### src/nmea_rmc_pkg.sv
package nmea_rmc_pkg;

    localparam int POS_W    = 7;
    localparam int COUNT_W  = 4;
    localparam int KNOTS_W  = 20;
    localparam int FACTOR_W = 10;
    localparam int PROD_W   = KNOTS_W + FACTOR_W;
    localparam int SPEED_W  = 24;
    localparam int FRAC_W   = 2;

    localparam logic [KNOTS_W-1:0]  KNOTS_MAX      = '1;
    localparam logic [FACTOR_W-1:0] FACTOR_DEFAULT = 10'd185;

    // floor(x / 100) = (x * RECIP_100) >> RECIP_SHIFT, exact for x < 2**PROD_W
    localparam int                RECIP_SHIFT = 37;
    localparam int                RECIP_W     = 31;
    localparam logic [RECIP_W-1:0] RECIP_100  = 31'd1374389535;

    localparam logic [POS_W-1:0] POS_IDLE      = 7'd0;
    localparam logic [POS_W-1:0] POS_FIRST     = 7'd2;
    localparam logic [POS_W-1:0] POS_HDR_LAST  = 7'd6;

    localparam logic [7:0] CH_DOLLAR = 8'h24;
    localparam logic [7:0] CH_STAR   = 8'h2A;
    localparam logic [7:0] CH_COMMA  = 8'h2C;
    localparam logic [7:0] CH_POINT  = 8'h2E;
    localparam logic [7:0] CH_0      = 8'h30;
    localparam logic [7:0] CH_9      = 8'h39;
    localparam logic [7:0] CH_C      = 8'h43;
    localparam logic [7:0] CH_E      = 8'h45;
    localparam logic [7:0] CH_G      = 8'h47;
    localparam logic [7:0] CH_M      = 8'h4D;
    localparam logic [7:0] CH_N      = 8'h4E;
    localparam logic [7:0] CH_P      = 8'h50;
    localparam logic [7:0] CH_R      = 8'h52;
    localparam logic [7:0] CH_V      = 8'h56;

    localparam logic [COUNT_W-1:0] FLD_STATUS = 4'd2;
    localparam logic [COUNT_W-1:0] FLD_LAT    = 4'd3;
    localparam logic [COUNT_W-1:0] FLD_NS     = 4'd4;
    localparam logic [COUNT_W-1:0] FLD_LON    = 4'd5;
    localparam logic [COUNT_W-1:0] FLD_EW     = 4'd6;
    localparam logic [COUNT_W-1:0] FLD_SPEED  = 4'd7;
    localparam logic [COUNT_W-1:0] COUNT_MAX  = 4'd15;

    localparam logic [1:0] FID_LAT   = 2'd0;
    localparam logic [1:0] FID_LON   = 2'd1;
    localparam logic [1:0] FID_SPEED = 2'd2;

    localparam logic [FRAC_W-1:0] FRAC_DONE = 2'd3;

    typedef struct packed {
        logic       sentence_end;
        logic [1:0] field_id;
        logic [7:0] char_value;
        logic       fix_valid;
        logic       north;
        logic       east;
    } res_t;

    function automatic logic [7:0] hdr_char(input logic [POS_W-1:0] pos);
        logic [7:0] c;
        unique case (pos)
            7'd2:    c = CH_G;
            7'd3:    c = CH_P;
            7'd4:    c = CH_R;
            7'd5:    c = CH_M;
            7'd6:    c = CH_C;
            default: c = CH_DOLLAR;
        endcase
        return c;
    endfunction

endpackage

### src/nmea_rmc_parse.sv
module nmea_rmc_parse #(
    parameter int MAX_POSITION = 100
) (
    input  logic                           clk,
    input  logic                           rst_n,
    input  logic                           take,
    input  logic [7:0]                     rx_byte,
    input  logic [nmea_rmc_pkg::FACTOR_W-1:0] speed_factor,
    output logic                           res_valid,
    output nmea_rmc_pkg::res_t             res,
    output logic [nmea_rmc_pkg::PROD_W-1:0] prod
);
    import nmea_rmc_pkg::*;

    logic [POS_W-1:0]   pos_reg,      pos_next;
    logic               hdr_reg,      hdr_next;
    logic [COUNT_W-1:0] count_reg,    count_next;
    logic               fix_reg,      fix_next;
    logic               north_reg,    north_next;
    logic               east_reg,     east_next;
    logic [KNOTS_W-1:0] knots_reg,    knots_next;
    logic [FRAC_W-1:0]  frac_reg,     frac_next;
    logic               point_reg,    point_next;

    logic               is_digit;
    logic [3:0]         digit;
    logic [24:0]        int_sum;
    logic [6:0]         frac_weight;
    logic [9:0]         frac_add;
    logic [KNOTS_W:0]   frac_sum;
    logic [COUNT_W-1:0] count_inc;

    assign is_digit  = (rx_byte >= CH_0) && (rx_byte <= CH_9);
    assign digit     = 4'(rx_byte - CH_0);
    assign int_sum   = (25'(knots_reg) << 3) + (25'(knots_reg) << 1)
                     + 25'(14'(digit) * 14'd1000);
    assign frac_add  = 10'(10'(digit) * 10'(frac_weight));
    assign frac_sum  = (KNOTS_W+1)'(knots_reg) + (KNOTS_W+1)'(frac_add);
    assign count_inc = (count_reg == COUNT_MAX) ? count_reg : count_reg + 4'd1;

    always_comb
    begin
        unique case (frac_reg)
            2'd0:    frac_weight = 7'd100;
            2'd1:    frac_weight = 7'd10;
            2'd2:    frac_weight = 7'd1;
            default: frac_weight = 7'd0;
        endcase
    end

    always_comb
    begin
        pos_next   = pos_reg;
        hdr_next   = hdr_reg;
        count_next = count_reg;
        fix_next   = fix_reg;
        north_next = north_reg;
        east_next  = east_reg;
        knots_next = knots_reg;
        frac_next  = frac_reg;
        point_next = point_reg;
        res_valid  = 1'b0;
        res        = '0;
        prod       = '0;

        priority if (rx_byte == CH_DOLLAR)
        begin
            hdr_next   = 1'b0;
            count_next = '0;
            fix_next   = 1'b0;
            north_next = 1'b0;
            east_next  = 1'b0;
            knots_next = '0;
            frac_next  = '0;
            point_next = 1'b0;
            pos_next   = POS_FIRST;
        end
        else if (pos_reg == POS_IDLE)
        begin
        end
        else if (!hdr_reg)
        begin
            if (rx_byte != hdr_char(pos_reg))
            begin
                pos_next = POS_IDLE;
            end
            else
            begin
                pos_next = pos_reg + 7'd1;
                hdr_next = (pos_reg == POS_HDR_LAST);
            end
        end
        else if (rx_byte == CH_STAR)
        begin
            res_valid        = 1'b1;
            res.sentence_end = 1'b1;
            res.field_id     = FID_SPEED;
            res.fix_valid    = fix_reg;
            res.north        = fix_reg && north_reg;
            res.east         = fix_reg && east_reg;
            prod             = fix_reg ? PROD_W'(knots_reg) * PROD_W'(speed_factor) : '0;
            pos_next   = POS_IDLE;
            hdr_next   = 1'b0;
            count_next = '0;
            fix_next   = 1'b0;
            north_next = 1'b0;
            east_next  = 1'b0;
            knots_next = '0;
            frac_next  = '0;
            point_next = 1'b0;
        end
        else if (pos_reg >= POS_W'(MAX_POSITION))
        begin
        end
        else
        begin
            pos_next = pos_reg + 7'd1;
            if (rx_byte == CH_COMMA)
            begin
                count_next = count_inc;
                point_next = 1'b0;
                if (count_inc == FLD_STATUS)
                    fix_next = 1'b1;
                else if (count_inc == FLD_NS)
                    north_next = 1'b0;
                else if (count_inc == FLD_EW)
                    east_next = 1'b0;
                else if (count_inc == FLD_SPEED)
                begin
                    knots_next = '0;
                    frac_next  = '0;
                end
            end
            else
            begin
                unique case (count_reg)
                    FLD_STATUS:
                    begin
                        if (!point_reg)
                        begin
                            if (rx_byte == CH_V)
                                fix_next = 1'b0;
                            point_next = 1'b1;
                        end
                    end
                    FLD_NS:
                    begin
                        if (!point_reg)
                        begin
                            north_next = (rx_byte == CH_N);
                            point_next = 1'b1;
                        end
                    end
                    FLD_EW:
                    begin
                        if (!point_reg)
                        begin
                            east_next  = (rx_byte == CH_E);
                            point_next = 1'b1;
                        end
                    end
                    FLD_LAT, FLD_LON:
                    begin
                        if (fix_reg)
                        begin
                            res_valid      = 1'b1;
                            res.field_id   = (count_reg == FLD_LAT) ? FID_LAT : FID_LON;
                            res.char_value = rx_byte;
                        end
                    end
                    FLD_SPEED:
                    begin
                        if (is_digit)
                        begin
                            if (!point_reg)
                            begin
                                knots_next = (int_sum > 25'(KNOTS_MAX)) ? KNOTS_MAX
                                                                         : int_sum[KNOTS_W-1:0];
                            end
                            else if (frac_reg != FRAC_DONE)
                            begin
                                knots_next = frac_sum[KNOTS_W] ? KNOTS_MAX
                                                               : frac_sum[KNOTS_W-1:0];
                                frac_next  = frac_reg + 2'd1;
                            end
                        end
                        else if (rx_byte == CH_POINT && !point_reg)
                        begin
                            point_next = 1'b1;
                        end
                        else
                        begin
                            point_next = 1'b1;
                            frac_next  = FRAC_DONE;
                        end
                    end
                    default:
                    begin
                    end
                endcase
            end
        end
    end

    always_ff @(posedge clk or negedge rst_n)
    begin
        if (!rst_n)
        begin
            pos_reg   <= POS_IDLE;
            hdr_reg   <= 1'b0;
            count_reg <= '0;
            fix_reg   <= 1'b0;
            north_reg <= 1'b0;
            east_reg  <= 1'b0;
            knots_reg <= '0;
            frac_reg  <= '0;
            point_reg <= 1'b0;
        end
        else if (take)
        begin
            pos_reg   <= pos_next;
            hdr_reg   <= hdr_next;
            count_reg <= count_next;
            fix_reg   <= fix_next;
            north_reg <= north_next;
            east_reg  <= east_next;
            knots_reg <= knots_next;
            frac_reg  <= frac_next;
            point_reg <= point_next;
        end
    end

endmodule

### src/nmea_rmc_field_extractor_top.sv
// Byte-wide $GPRMC parser. One byte is accepted per clock while the output
// side keeps up: the byte lands in an input register, the parser updates its
// sentence state and forms any result, the knots-times-factor product is
// registered, and the divide by 100 (a reciprocal multiply) fills the output
// register. A byte that makes no result never waits on the output.
// Latitude and longitude characters leave as character beats while the fix
// is valid, and '*' after a good header yields the summary beat.
// speed_factor may be rewritten only while no beat is in flight.
module nmea_rmc_field_extractor_top #(
    parameter int MAX_POSITION = 100
) (
    input  logic                               clk,
    input  logic                               rst_n,
    input  logic                               cfg_valid,
    output logic                               cfg_ready,
    input  logic [nmea_rmc_pkg::FACTOR_W-1:0]  speed_factor,
    input  logic                               in_valid,
    output logic                               in_stall,
    input  logic [7:0]                         rx_byte,
    output logic                               out_valid,
    input  logic                               out_stall,
    output logic                               sentence_end,
    output logic [1:0]                         field_id,
    output logic [7:0]                         char_value,
    output logic                               fix_valid,
    output logic                               north,
    output logic                               east,
    output logic [nmea_rmc_pkg::SPEED_W-1:0]   speed_kmh_milli
);
    import nmea_rmc_pkg::*;

    logic [FACTOR_W-1:0] factor_reg;

    logic                s0_valid_reg, s0_valid_next;
    logic [7:0]          s0_byte_reg;
    logic                s0_go;

    logic                res_valid;
    res_t                res;
    logic [PROD_W-1:0]   prod;

    logic                s1_valid_reg, s1_valid_next;
    res_t                s1_res_reg;
    logic [PROD_W-1:0]   s1_prod_reg;
    logic                s1_go;

    logic                out_valid_reg, out_valid_next;
    res_t                out_res_reg;
    logic [SPEED_W-1:0]  out_speed_reg;

    logic [PROD_W+RECIP_W-1:0] scaled;

    assign cfg_ready = 1'b1;

    always_ff @(posedge clk or negedge rst_n)
    begin
        if (!rst_n)
            factor_reg <= FACTOR_DEFAULT;
        else if (cfg_valid && cfg_ready)
            factor_reg <= speed_factor;
    end

    nmea_rmc_parse #(
        .MAX_POSITION (MAX_POSITION)
    ) u_parse (
        .clk          (clk),
        .rst_n        (rst_n),
        .take         (s0_go),
        .rx_byte      (s0_byte_reg),
        .speed_factor (factor_reg),
        .res_valid    (res_valid),
        .res          (res),
        .prod         (prod)
    );

    assign s1_go = s1_valid_reg && (!out_valid_reg || !out_stall);
    assign s0_go = s0_valid_reg && (!res_valid || !s1_valid_reg || s1_go);

    assign in_stall = s0_valid_reg && !s0_go;

    always_comb
    begin
        s0_valid_next = s0_valid_reg;
        if (in_valid && !in_stall)
            s0_valid_next = 1'b1;
        else if (s0_go)
            s0_valid_next = 1'b0;
    end

    always_comb
    begin
        s1_valid_next = s1_valid_reg;
        if (s0_go && res_valid)
            s1_valid_next = 1'b1;
        else if (s1_go)
            s1_valid_next = 1'b0;
    end

    always_comb
    begin
        out_valid_next = out_valid_reg;
        if (s1_go)
            out_valid_next = 1'b1;
        else if (out_valid_reg && !out_stall)
            out_valid_next = 1'b0;
    end

    assign scaled = (PROD_W+RECIP_W)'(s1_prod_reg) * (PROD_W+RECIP_W)'(RECIP_100);

    always_ff @(posedge clk or negedge rst_n)
    begin
        if (!rst_n)
        begin
            s0_valid_reg  <= 1'b0;
            s1_valid_reg  <= 1'b0;
            out_valid_reg <= 1'b0;
        end
        else
        begin
            s0_valid_reg  <= s0_valid_next;
            s1_valid_reg  <= s1_valid_next;
            out_valid_reg <= out_valid_next;
        end
    end

    always_ff @(posedge clk)
    begin
        if (in_valid && !in_stall)
            s0_byte_reg <= rx_byte;
        if (s0_go && res_valid)
        begin
            s1_res_reg  <= res;
            s1_prod_reg <= prod;
        end
        if (s1_go)
        begin
            out_res_reg   <= s1_res_reg;
            out_speed_reg <= scaled[RECIP_SHIFT +: SPEED_W];
        end
    end

    assign out_valid       = out_valid_reg;
    assign sentence_end    = out_res_reg.sentence_end;
    assign field_id        = out_res_reg.field_id;
    assign char_value      = out_res_reg.char_value;
    assign fix_valid       = out_res_reg.fix_valid;
    assign north           = out_res_reg.north;
    assign east            = out_res_reg.east;
    assign speed_kmh_milli = out_speed_reg;

    a_summary_shape: assert property (@(posedge clk) disable iff (!rst_n)
        out_valid && sentence_end |-> field_id == FID_SPEED && char_value == 8'd0)
        else $error("summary beat carries a character");

    a_char_shape: assert property (@(posedge clk) disable iff (!rst_n)
        out_valid && !sentence_end |->
            !fix_valid && !north && !east && speed_kmh_milli == '0
            && field_id != FID_SPEED)
        else $error("character beat carries summary fields");

    a_nofix_zero: assert property (@(posedge clk) disable iff (!rst_n)
        out_valid && sentence_end && !fix_valid |->
            !north && !east && speed_kmh_milli == '0)
        else $error("summary without fix reports position data");

    a_mid_hold: assert property (@(posedge clk) disable iff (!rst_n)
        s1_valid_reg && out_valid && out_stall |=> s1_valid_reg)
        else $error("middle stage dropped a beat");

endmodule

### config.mk
export PLATFORM = sky130hd
export DESIGN_NAME = nmea_rmc_field_extractor_top
export DESIGN_NICKNAME = d
export VERILOG_FILES = /design/src/nmea_rmc_pkg.sv /design/src/nmea_rmc_parse.sv /design/src/nmea_rmc_field_extractor_top.sv
export SDC_FILE = /design/constraint.sdc
export NUM_CORES = 2
export LEC_CHECK = 0
export BUFFER_PORTS_ARGS = -buffer_cell sky130_fd_sc_hd__buf_2
export CAP_MARGIN = 15
export CORE_ASPECT_RATIO = 0.7
export CORE_MARGIN = 5
export CORE_UTILIZATION = 60
export DETAILED_ROUTE_END_ITERATION = 10
export PLACE_DENSITY = 0.77
export SYNTH_ARGS = -nofsm -noshare
export SYNTH_HDL_FRONTEND = slang
export SYNTH_HIERARCHICAL = 1
export SYNTH_SLANG_ARGS = --single-unit
### constraint.sdc
create_clock -name clk -period 10.06 [get_ports clk]
set_clock_uncertainty 0.15 [all_clocks]
set_input_delay 1.509 -clock clk [delete_from_list [all_inputs] [get_ports clk]]
set_output_delay 1.509 -clock clk [all_outputs]
set_load 0.05 [all_outputs]
# == Yosys cells after proc, flatten, opt, wreduce, memory -nomap -nowiden ==
# Index checks and enable logic that the tools add are counted.
# totals
in_bits,23
register_bits,141
# classes
n_addsub,7
n_lt_le_gt_ge,4
bitwise_logic,4
mux,114
mul,4
n_reduce_logical,49
eq_ne,43
# op_table
cell,count
20-bit 2-to-1 mux,16
30-bit by 31-bit multiplier with 61-bit output (second input constant),1
1-bit 2-to-1 mux,59
7-bit 2-to-1 mux,6
7-bit one-hot mux with 5 select lines,1
8-bit by 6-bit equality test with 1-bit output (second input constant),4
2-bit 2-to-1 mux,16
20-bit by 10-bit multiplier with 30-bit output,1
10-bit 2-to-1 mux,3
4-bit by 3-bit equality test with 1-bit output (second input constant),7
4-bit 2-to-1 mux,7
4-bit by 2-bit != test with 1-bit output (second input constant),7
25-bit by 14-bit adder with 25-bit output,1
25-bit by 20-bit greater-than comparator with 1-bit output (second input constant),1
23-bit by 21-bit adder with 24-bit output,1
8-bit by 7-bit equality test with 1-bit output (second input constant),3
8-bit 2-to-1 mux,3
4-bit nonzero test,6
20-bit by 10-bit adder with 21-bit output,1
7-bit by 3-bit equality test with 1-bit output (second input constant),3
7-bit one-hot mux with 3 select lines,1
8-bit AND reduction,2
5-bit != test (second input constant),3
7-bit by 2-bit equality test with 1-bit output (second input constant),2
43 further kinds,70

# == Logic depth before layout (Yosys ltp) ==
# depth
word_depth,18
mapped_depth,28

# == By module ==
# The synthesis kept the hierarchy.
# by_module_without_submodules
mod,seq_area_each_um2,n_inst,area_each_um2,cells_per_inst
nmea_rmc_field_extractor_top,3034.2,1,18113.6,1659
nmea_rmc_parse,950.9,1,12243.0,1526

# == Worst setup path after synthesis ==
# Ideal clock, no wire load.
# synth_timing
kind,register -> register
from,reg s1_prod_reg[27]
to,"reg out_speed_reg[17] (netlist: speed_kmh_milli[17]), data pin"
synth_period_minus_slack_ns,7.245
slack_ns,2.815
arrival_time_ns,6.837
stages_incl_launch_ff,26
t_required_ns,9.652
cell_sequence,edfxtp_1 inv_1 fa_1 inv_1 ha_1 fa_1 inv_1 fa_1 inv_1 fa_1 inv_1 fa_1 inv_1 fa_1 fa_1 ha_1 inv_1 or2_1 o221ai_1 a211o_1 a221oi_1 o21ai_1 a41o_1 o21a_1 nor2_1 xnor2_1
# synth_via
elab_chain_len,1
# synth_lines
element,line_no,rtl
start: declaration,nmea_rmc_field_extractor_top.sv:44,logic [PROD_W-1:0] s1_prod_reg;
start signal: assignment,nmea_rmc_field_extractor_top.sv:133,s1_prod_reg <= prod;
30-bit by 31-bit multiplier with 61-bit output,nmea_rmc_field_extractor_top.sv:108,assign scaled = (PROD_W+RECIP_W)'(s1_prod_reg) * (PROD_W+RECIP_W)'(RECIP_100);
named net scaled[54],nmea_rmc_field_extractor_top.sv:51,logic [PROD_W+RECIP_W-1:0] scaled;
end signal: assignment,nmea_rmc_field_extractor_top.sv:138,out_speed_reg <= scaled[RECIP_SHIFT +: SPEED_W];
end: declaration,nmea_rmc_field_extractor_top.sv:49,logic [SPEED_W-1:0] out_speed_reg;
# The timed path passes the listed nets, and every way through them passes these cells.
# A chain may end at the register's enable or synchronous reset.

# == Worst setup path after layout ==
# layout_timing
from,reg s1_prod_reg[27]
to,"reg out_speed_reg[21] (netlist: speed_kmh_milli[21]), data pin"
# Same word-level chain as after synthesis.

==> impl_metrics.yaml <==
cts:
  numClockSinks: 141
  cts_tree: "done"
  cts_buffer_depth: 2
  htree_num_levels: 4
  insertion_delay_ns: 0.46
  path_clk_slew_ns: 0.08
  cts_setup_buffers: 0
  cts_resized: 0
  cts_made_buffers: 17
  ctsHoldBuffers: 0
  cts_root_buffer: "clkbuf_16"
final_layout:
  drive_gt1_frac: 0.0476
  fill_cells: 4205
  nNetsFinal: 4217
  design_area_um2: 31900
  largest_register_ffs: 30
  area_growth_pct: 5.07
  final_util: 0.633
synthesis:
  netlist_area_um2: 30400
  yosysUniqueCellTypes: 84
  synth_most_common_cell: "inv_1"
  ys_seq_elements: 141
  synthCells: 3185
  synth-edff-count: 90
  synth_commonest_cells: "inv_1 (788), fa_1 (499), ha_1 (496), nand2_1 (253)"
  ys_async_sr_fraction: 0.362
  yosysWarningCount: 6
  yosysSeqAreaShare: 0.131
  postSynthAreaPerCell_um2: 9.53
  synth_fp_nets: 4203
  synthTopCellsByArea: "fa_1 (33%), ha_1 (20%), inv_1 (9.7%)"
  ys.flop_type: "edfxtp_1"
  yosysTopAreaCellShare: 0.329
  synth_area_leader_cell: "fa_1"
critical_path:
  path_max_fanout: 6
  start_kind: "flop"
  worst_path_max_delay_cell: "fa_1"
  max_stage_delay_ns: 0.73
  path_delay_family: "adder cells"
  crit_type: "flop to flop"
  worst_setup_path_end_kind: "flop"
  required_ns: 10.12
  path_buf_inv: 7
  cp_data_arrival_time_ns: 8.12
route:
  postRouteAntennaNets: 0
  wl_per_cell_um: 20.8
  wl_um: 80900
  drt-pass1-iter-count: 5
  num_vias: 22300
  first_iter_violations: 1858
  route.detailed.drc: 0
  via_per_inst: 5.73
global_route:
  grt_util_all_layers: 0.298
  grt_max_degree: 52
  antenna_found_initial: 0
  grt_pass1_wl_um: 128000
  gr-total-overflow: 0
  grt_pass1_vias: 23100
placed_design:
  pre_cts_slack_ns: 2.09
  gp_congestion: 1.06
  io_buffers: 62
  place_hpwl_um: 69600
  place_area_um2: 31300
floorplan:
  die_w_um: 279
  core_um2: 50400
  start_util: 0.602
  dieHeight_um: 198
  num_io_pins: 64
  fp-row-count: 69
  dieArea_um2: 55300
run:
  cap_violations: 0
sta:
  rsz0062_at_grt: "no"
  worst_slew_pin_slew_ns: 0.853
  period_needed_ns: 8.06
  slew_violations: 0
  tns_ns: 0
  fin_ws_ns: 2.00
  period_share: 0.802
  whs_ns: 0.276
  fmax_ghz: 0.124
  slew_headroom: 0.431
  setup_viol: 0
  final_hold_viol_count: 0
pwr:
  ir_drop_mv: 0.121
  power_leakage_nw: 16.5
  pwr_density_cell_nw_per_um2: 51.5
outcome:
  status: "completed"
min_path:
  hold_path_class: "flop to flop"
-- logic make-up (layout without fill, tap and decap cells) --
group,after synthesis,in the layout,share of synthesized area
compound gates,433,433,0.0941
xor+xnor,77,77,0.0222
fa+ha+maj,995,995,0.534
buf+inv,864,891,0.108
flops,141,141,0.131
mux,17,17,0.00614
other cells,1,3,0.000124
simple gates,657,657,0.105
-- worst paths after layout --
path | slack (ns) | startpoint | to | cells after the start
hold / removal | 0.28 | s1_res_reg[12] | field_id[1] | 0
hold reg to reg | 0.28 | s1_res_reg[12] | field_id[1] | 0
max in group asynchronous | 8.20 | rst_n | u_parse/count_reg[1] | 2
setup reg to reg | 2.00 | s1_prod_reg[27] | speed_kmh_milli[21] | 25
setup / recovery | 2.00 | s1_prod_reg[27] | speed_kmh_milli[21] | 25
min in group asynchronous | 1.03 | rst_n | factor_reg[2] | 2
-- power breakdown --
part           leakage, nW  internal (mW)  switching [mW]  total (mW)
combinational         14.8          0.125           0.184       0.309
clock                0.296          0.337           0.330       0.667
sequential            1.38          0.623          0.0444       0.667
total                 16.5           1.08           0.559        1.64
-- through the flow --
step,cells,power (mW)
2_1_floorplan,3185,0.894
3_3_place_gp,3854,0.965
3_5_place_dp,3854,0.984
4_1_cts,3886,1.66
5_1_grt,3886,1.72
6_report,3888,1.64
-- cell usage in the layout, fill, tap and decap left out, types with 14 or more instances in the layout --
| cell type | Yosys | final |
|---|---|---|
| inv_1 | 788 | 788 |
| fa_1 | 499 | 499 |
| ha_1 | 496 | 496 |
| nand2_1 | 253 | 253 |
| a21oi_1 | 113 | 113 |
| nor2_1 | 113 | 113 |
| and2_1 | 102 | 102 |
| edfxtp_1 | 90 | 90 |
| o21ai_0 | 71 | 71 |
| a21o_1 | 65 | 65 |
| buf_2 | 11 | 62 |
| dfrtp_1 | 46 | 46 |
| xnor2_1 | 45 | 45 |
| nor3_1 | 35 | 35 |
| nand3_1 | 32 | 32 |
| xor2_1 | 32 | 32 |
| a211oi_1 | 22 | 22 |
| and3_1 | 21 | 21 |
| a31oi_1 | 21 | 21 |
| nand4_1 | 20 | 20 |
| o21a_1 | 20 | 20 |
| nor2b_1 | 18 | 17 |
| clkbuf_16 | 0 | 17 |
| o211ai_1 | 16 | 16 |
| o21bai_1 | 15 | 15 |
| o221ai_1 | 14 | 14 |
-- layout make-up --
type | instances | area, um2 | area share
multi-input cells | 2180 | 23100 | 0.725
inverters | 788 | 2960 | 0.0927
clock buffers | 17 | 425 | 0.0133
well taps | 674 | 843 | 0.0264
flip-flops and latches | 141 | 3990 | 0.125
diodes | 2 | 5.00 | 0.000157
repair buffers | 71 | 378 | 0.0118
clock inverters | 15 | 186 | 0.00584
-- routing by layer --
layer,vias up,track usage,routed length [um]
li1,10200,-,-
met1,11100,0.435,36600
met2,868,0.463,36100
met3,101,0.0665,6700
met4,0,0.0621,1430
met5,-,0,0
No activity file was read; power rests on OpenSTA's default activity.
